`src/design/rwcs_pkg.sv`:
```
// rwcs_pkg: shared types and constants of the wall column span generator
// used by rwcs_divider and raycast_wall_column_spans
// no dependencies
package rwcs_pkg;

  // fixed field widths
  localparam int DIST_W   = 24;
  localparam int COORD_W  = 16;
  localparam int COLOR_W  = 24;
  localparam int COL_W    = 10;
  localparam int ROWO_W   = 10;
  localparam int TEXQ_W   = 23;
  localparam int TCOL_W   = 6;
  localparam int HEIGHT_W = 16;
  localparam int HALF_W   = 15;
  localparam int CFG_IDX_W = 2;

  // shared divider: divisor / remainder width, quotient shift width, step count width
  localparam int DIV_W  = 24;
  localparam int QUO_W  = 23;
  localparam int STEP_W = 5;

  // step counts of the three divisions
  localparam logic [STEP_W-1:0] HEIGHT_STEPS = 5'd16;
  localparam logic [STEP_W-1:0] TSTEP_STEPS  = 5'd23;
  localparam logic [STEP_W-1:0] TSTART_STEPS = 5'd22;

  // 64.0 in Q7.16
  localparam logic [QUO_W-1:0] TEX_ONE_Q16 = 23'h400000;
  localparam logic [HEIGHT_W-1:0] HEIGHT_MAX = 16'hFFFF;

  localparam logic [DIV_W-1:0] PROJ_SCALE_RESET = 24'd35473;

  typedef enum logic [CFG_IDX_W-1:0] {
    REG_PROJECTION_SCALE = 2'd0,
    REG_CEILING_COLOR    = 2'd1,
    REG_FLOOR_COLOR      = 2'd2
  } cfg_reg_t;

  typedef enum logic [1:0] {
    KIND_CEILING = 2'd0,
    KIND_WALL    = 2'd1,
    KIND_FLOOR   = 2'd2
  } span_kind_t;

  typedef enum logic [1:0] {
    TEX_WEST  = 2'd0,
    TEX_EAST  = 2'd1,
    TEX_SOUTH = 2'd2,
    TEX_NORTH = 2'd3
  } tex_face_t;

  typedef enum logic [3:0] {
    ST_IDLE,
    ST_LAUNCH_H,
    ST_WAIT_H,
    ST_GEOM,
    ST_LAUNCH_STEP,
    ST_WAIT_STEP,
    ST_LAUNCH_START,
    ST_WAIT_START,
    ST_EMIT_CEIL,
    ST_EMIT_WALL,
    ST_EMIT_FLOOR
  } state_t;

  typedef struct packed {
    logic [CFG_IDX_W-1:0] index;
    logic [COLOR_W-1:0]   value;
  } cfg_t;

  typedef struct packed {
    logic [DIST_W-1:0]  distance;
    logic               hit_vertical;
    logic [COORD_W-1:0] hit_x;
    logic [COORD_W-1:0] hit_y;
    logic               facing_left;
    logic               facing_up;
  } ray_t;

  typedef struct packed {
    logic [COL_W-1:0]   column;
    logic [1:0]         span_kind;
    logic [ROWO_W-1:0]  row_start;
    logic [ROWO_W-1:0]  row_end;
    logic [COLOR_W-1:0] fill_color;
    logic [1:0]         texture_select;
    logic [TCOL_W-1:0]  tex_column;
    logic [TEXQ_W-1:0]  tex_row_start;
    logic [TEXQ_W-1:0]  tex_row_step;
    logic               last;
  } span_t;

  typedef struct packed {
    logic              start;
    logic [STEP_W-1:0] steps;
  } div_ctrl_t;

  typedef struct packed {
    logic busy;
    logic done;
  } div_status_t;

endpackage

```
`src/design/rwcs_divider.sv`:
```
// rwcs_divider: radix-2 restoring divider, one quotient bit per cycle
// caller preloads the partial remainder and left-aligns the dividend bits
// depends on rwcs_pkg
module rwcs_divider (
  input  logic                            clk,
  input  logic                            rst,
  input  rwcs_pkg::div_ctrl_t             ctrl,
  input  logic [rwcs_pkg::DIV_W-1:0]      divisor,
  input  logic [rwcs_pkg::DIV_W-1:0]      rem_init,
  input  logic [rwcs_pkg::QUO_W-1:0]      num,
  output rwcs_pkg::div_status_t           status,
  output logic [rwcs_pkg::QUO_W-1:0]      quotient
);
  import rwcs_pkg::*;

  logic              busy;
  logic              done;
  logic [STEP_W-1:0] count;
  logic [DIV_W-1:0]  rem;
  logic [DIV_W-1:0]  rem_next;
  logic [DIV_W-1:0]  dvsr;
  logic [QUO_W-1:0]  shreg;
  logic [DIV_W:0]    partial;
  logic [DIV_W+1:0]  diff;
  logic              qbit;

  // trial subtract of the divisor from the shifted remainder
  always_comb begin
    partial  = {rem, shreg[QUO_W-1]};
    diff     = {1'b0, partial} - {2'b00, dvsr};
    qbit     = ~diff[DIV_W+1];
    rem_next = qbit ? diff[DIV_W-1:0] : partial[DIV_W-1:0];
  end

  always_ff @(posedge clk) begin
    if (rst) begin
      busy  <= 1'b0;
      done  <= 1'b0;
      count <= '0;
    end else begin
      done <= 1'b0;
      if (ctrl.start) begin
        busy  <= 1'b1;
        count <= ctrl.steps;
      end else if (busy) begin
        count <= count - 1'b1;
        if (count == STEP_W'(1)) begin
          busy <= 1'b0;
          done <= 1'b1;
        end
      end
    end
  end

  always_ff @(posedge clk) begin
    if (ctrl.start) begin
      rem   <= rem_init;
      dvsr  <= divisor;
      shreg <= num;
    end else if (busy) begin
      rem   <= rem_next;
      shreg <= {shreg[QUO_W-2:0], qbit};
    end
  end

  assign status.busy = busy;
  assign status.done = done;
  assign quotient    = shreg;

endmodule

```
`config.mk`:
```
export PLATFORM = sky130hd
export DESIGN_NAME = rwcs_divider
export DESIGN_NICKNAME = d
export VERILOG_FILES = /design/src/design/rwcs_pkg.sv /design/src/design/rwcs_divider.sv
export SDC_FILE = /design/constraint.sdc
export NUM_CORES = 1
export LEC_CHECK = 0
export ABC_AREA = 1
export BUFFER_PORTS_ARGS = -buffer_cell sky130_fd_sc_hd__buf_4
export CAP_MARGIN = 40
export CORE_UTILIZATION = 45
export CTS_BUF_LIST = sky130_fd_sc_hd__clkbuf_2
export CTS_CLUSTER_DIAMETER = 150
export DETAILED_ROUTE_END_ITERATION = 6
export GPL_TIMING_DRIVEN = 0
export PLACE_DENSITY = 0.7
export SETUP_SLACK_MARGIN = 0.15
export SLEW_MARGIN = 25
export SYNTH_ARGS = -nofsm -noshare
export SYNTH_HDL_FRONTEND = slang
export SYNTH_SLANG_ARGS = --single-unit
```
`constraint.sdc`:
```
create_clock -name clk -period 6.2 [get_ports clk]
set_input_delay 0 -clock clk [delete_from_list [all_inputs] [get_ports clk]]
set_output_delay 0 -clock clk [all_outputs]
set_load 0.05 [all_outputs]
```
# Word-level counts from Yosys, hierarchy flattened

Cells that the tools add are included.

Input bits: 79
Output and inout port bits: 25
Register bits after elaboration: 78
Word-level logic and storage cells: 24

Mux-type cells: 11
Equality and inequality tests: 1
Reductions and logical operators: 2
Bitwise operators: 2
Add/sub/neg operators: 2

Operators by type and width:

| cell                  | number |
|---|---|
| $mux W24              | 3 |
| $mux W23              | 2 |
| $sub A25 B24 Y26      | 1 |
| $mux W5               | 2 |
| $eq A5 B1 Y1 const B  | 1 |
| $sub A5 B1 Y5 const B | 1 |
| $mux W1               | 4 |
| $reduce_or A3 Y1      | 1 |
| $not A1 Y1            | 2 |
| $reduce_bool A2 Y1    | 1 |

# Longest topological paths before layout

Word-level depth: 4
Depth in mapped cells: 15
Mapped depth without buffers: 15

# Least setup slack after synthesis

Ideal clock, no wire load.

Kind: flip-flop to flip-flop
Start: register shreg[22], in the netlist quotient[22]
End: register rem[20] (data pin)
Buffers on the path: 0
Setup time: 252 ps
Required time: 5948 ps
Clock period less this slack: 2289 ps
Arrival time: 2036 ps
Path slack: 3911 ps
Cell stages (with the launch flop): 14
Path through: edfxtp_1 > inv_1 > ha_1 > inv_1 > fa_1 > nand2_1 > nand3_1 > and2_1 > nand3b_1 > nand3_1 > nand2_1 > nand3_1 > nand2_1 > nand2_1

Word-level cells in the longest chain between the ends: 4

Ends and longest elaborated chain:

| element                | line               | RTL |
|---|---|---|
| start, declared        | rwcs_divider.sv:22 | `logic [QUO_W-1:0] shreg;` |
| start signal, assigned | rwcs_divider.sv:59 | `shreg <= num;` |
| start signal, assigned | rwcs_divider.sv:62 | `shreg <= {shreg[QUO_W-2:0], qbit};` |
| $sub A25 B24 Y26       | rwcs_divider.sv:30 | `diff = {1'b0, partial} - {2'b00, dvsr};` |
| $mux W24               | rwcs_divider.sv:32 | `rem_next = qbit ? diff[DIV_W-1:0] : partial[DIV_W-1:0];` |
| $mux W24               | rwcs_divider.sv:60 | `end else if (busy) begin` |
| $mux W24               | rwcs_divider.sv:56 | `if (ctrl.start) begin` |
| end signal, assigned   | rwcs_divider.sv:57 | `rem <= rem_init;` |
| end signal, assigned   | rwcs_divider.sv:61 | `rem <= rem_next;` |
| end, declared          | rwcs_divider.sv:19 | `logic [DIV_W-1:0] rem;` |

Every way passes these cells. The select of a mux whose other input is x is not followed.
A chain may end at the register's enable or synchronous reset.

# Final worst setup path

Start: register rem[20]
End: register rem[21] (data pin)

Word-level cells in the longest chain between the ends: 4

Ends and longest elaborated chain:

| element          | line |
|---|---|
| $sub A25 B24 Y26 | rwcs_divider.sv:30 |
| $mux W24 (*)     | rwcs_divider.sv:32 |
| $mux W24 (*)     | rwcs_divider.sv:60 |
| $mux W24 (*)     | rwcs_divider.sv:56 |

Every way passes the cells marked *; elsewhere a longest branch is shown, timed or not. The select of a mux whose other input is x is not followed.

==> reports/results.ini <==
[yosys]
ys_seq_area_frac=0.421
synth_nets=845
netlist_top_cells_area=edfxtp_1 39%, nand2_1 23%, inv_1 9.0%
ys_seq_elements=78
synth_largest_area_cell=edfxtp_1
syn_inst=739
synth.distinct_cells=37
synth_top_area_share=0.395
yosysWarnings=0
avgSynthCellArea_sq_um=7.31
netlist_area_sq_um=5400

[sta]
clock.fmax_mhz=428
finalSetupViolCount=0
fin_crit_ns=2.34
tightest_slew_ns=0.701
report.final.slew_viol_count=0
rsz0062_at_grt=no
fin_worst_skew_ns=0.0283
min_period_over_period=0.377
hold_viol=0
relSlewSlack=0.533
fin_setup_tns_ns=0

[cts]
worstSkewPairLatency_ns=0.58
cts_max_path_buffers=2
post_cts_resized=0
h-tree-depth=3
clockRootBuffer=clkbuf_2
cts_tree=yes
cts.clk_slew.worst_paths_ns=0.23
post_cts_buffers=0
cts.sink_count=78
cts_made_buffers=9

[worst_setup_path]
cp-end-kind=flop
cp.arrival_ns=2.69
crit_fanout=10
slowest_delay_ns=0.44
critPathRequiredTime_ns=6.55
path_cells=ha_1 -> nand2_1 -> nor3_2 -> nand2_1 -> inv_1 -> a21oi_4 -> nand2_4 -> buf_6 -> nand3_1 -> nand2_1 -> nand2_1
cp_top_family=simple AND/OR/NAND/NOR gates
crit_path_frequent_cell=nand2_1
crit_slowest_cell=edfxtp_1
startpoint_type=flop
worst-path-buf-inv=2
critPathKind=flop to flop

[grt]
use_met2=0.467
grt-busiest-layer=met2
grt_pass1_vias=5421
globalRouteOverflowTotal=0
gr-usage-met1=0.316
use_met3=0.0528
grt_pass1_wl_microns=25600
track_usage=0.263
grt_max_degree=51
antenna_found_initial=0

[die]
die_y_microns=112
pin_count=104
dieArea_sq_um=12400
initial_core_util=0.467
die_w_microns=112
row_count=39
coreArea_sq_um=11600

[route]
avgViaCountPerCell=4.98
vias=5367
ant_nets=0
drt_iter0_drc=373
drt-wirelength-per-cell_microns=14.6
firstDrtPassIters=7
routed_wl_microns=15700
drcViolationCount=1

[layout]
nets=1037
final_cells=1078
fin_area_sq_um=7210
drive_gt1_frac=0.152
fillerInstances=988
syn_to_final_growth_pct=33.6
n_antenna_cell=0

[hold_path]
worstHoldPathType=input pin to flop

[place]
dpl-instance-area_sq_um=6350
dpl.hpwl_microns=10900
place_congestion=0.904
portBuffers=103
dp.cells=985

[power]
power_uw=1860
power_leakage_uw=0.00378
ir_drop_mv=0.191
power_density_nw_per_um2=258

[outcome]
status=finished, violations left
violations=DRC

[flow_run]
maxCapViolCount=0

[per-layer routing]
layer,up-vias,part of all wire
li1,2691,-
met1,2443,0.43
met2,204,0.48
met3,29,0.068
met4,0,0.026
met5,-,0
[power by group]
group	total (uW)	switching, uW	internal (uW)
Sequential	702	38.4	664
Combinational	918	569	349
Clock	242	189	52.1
Total	1860	797	1060
[final cells by class]
cell class / count / area [sq um] / area share
Inverter: 131 / 494 / 0.0685
Clock inverter: 4 / 25.0 / 0.00347
Buffer: 19 / 114 / 0.0158
Clock buffer: 11 / 55.1 / 0.00763
Multi-Input combinational cell: 511 / 2520 / 0.349
Tap cell: 143 / 179 / 0.0248
Timing Repair Buffer: 181 / 1550 / 0.215
Sequential cell: 78 / 2270 / 0.315
[cell usage in the layout, fill, tap and decap left out, types with 7 or more instances in the layout]
cell type / instances
a21oi_1: 11
xnor2_1: 8
inv_1: 128
clkbuf_1: 9
ha_1: 26
dlygate4sd3_1: 78
edfxtp_1: 71
clkbuf_2: 11
nand3_1: 52
nand3b_1: 25
nor2_1: 27
dfxtp_1: 7
buf_4: 106
nand2_1: 325
[flip-flops by register name, indices dropped and copies added, names as in the netlist]
| register | flops |
|---|---|
| quotient | 23 |
| busy | 1 |
| rem | 24 |
| done | 1 |
| dvsr | 24 |
| count | 5 |
[logic make-up (layout without fill, tap and decap cells)]
| kind of cell | after synthesis | in the layout | share of synthesized area |
|---|---|---|---|
| adders and majority gates | 27 | 27 | 0.0640 |
| xor gates and xnor gates | 9 | 9 | 0.0146 |
| AOI/OAI and AO/OA | 23 | 23 | 0.0267 |
| DFF | 78 | 78 | 0.421 |
| and+or+nand+nor | 452 | 452 | 0.362 |
| buffers and inverters | 150 | 346 | 0.112 |
[timing repair]
item	4_1_cts	5_1_grt
hold endpoints to repair	102	0
hold buffers	78	0
setup endpoints to repair	0	0
[stage by stage]
stage                      util  setup WS [ns]  hold slack, ns
after floorplan               -           3.91          0.0694
after global placement    0.549           3.27           0.178
after detailed placement  0.549           3.91           0.179
after CTS                 0.624           3.87          0.0758
after global routing      0.624           3.68          0.0681
final                     0.624           3.86           0.113
[worst paths after layout]
| kind | cells after the start | slack, ns | start | end |
|---|---|---|---|---|
| setup / recovery | 11 | 3.86 | rem[20]$_DFFE_PP_ | rem[21]$_DFFE_PP_ |
| hold / removal | 2 | 0.11 | divisor[8] | dvsr[8]$_DFFE_PP_ |
| hold reg to reg | 2 | 0.54 | count[4]$_SDFFE_PP0P_ | count[4]$_SDFFE_PP0P_ |
| setup reg to reg | 11 | 3.86 | rem[20]$_DFFE_PP_ | rem[21]$_DFFE_PP_ |
[synthesized netlist by cell type]
master / count
a21oi_1: 11
ha_1: 26
o211ai_1: 1
nor2_2: 1
nand3b_1: 25
nor2_4: 3
clkbuf_1: 9
nor2_1: 27
nor3_2: 1
buf_6: 4
fa_1: 1
or2_1: 1
nand4_1: 5
nand3b_4: 1
a31oi_1: 3
buf_4: 3
nand2_1: 325
nor3_1: 2
buf_2: 1
xnor2_1: 8
a22oi_1: 1
dfxtp_1: 7
edfxtp_1: 71
xor2_1: 1
and2_1: 1
o21ai_0: 3
clkinv_1: 1
buf_1: 2
o21bai_1: 2
inv_2: 1
nand2_2: 5
nor4_1: 1
nand3_1: 52
nand2_4: 2
o221ai_1: 1
a21oi_4: 1
inv_1: 129
[worst register-to-register path, delay by kind of cell (launching register included)]
kind                     cells  cell delay [ns]
flip-flops                   1             0.44
adder cells (fa/ha/maj)      1             0.42
AND/OR/NAND/NOR              7             0.86
AO/OA/AOI/OAI                1             0.10
buffers and inverters        2             0.30
No activity file was read; power rests on OpenSTA's default activity.
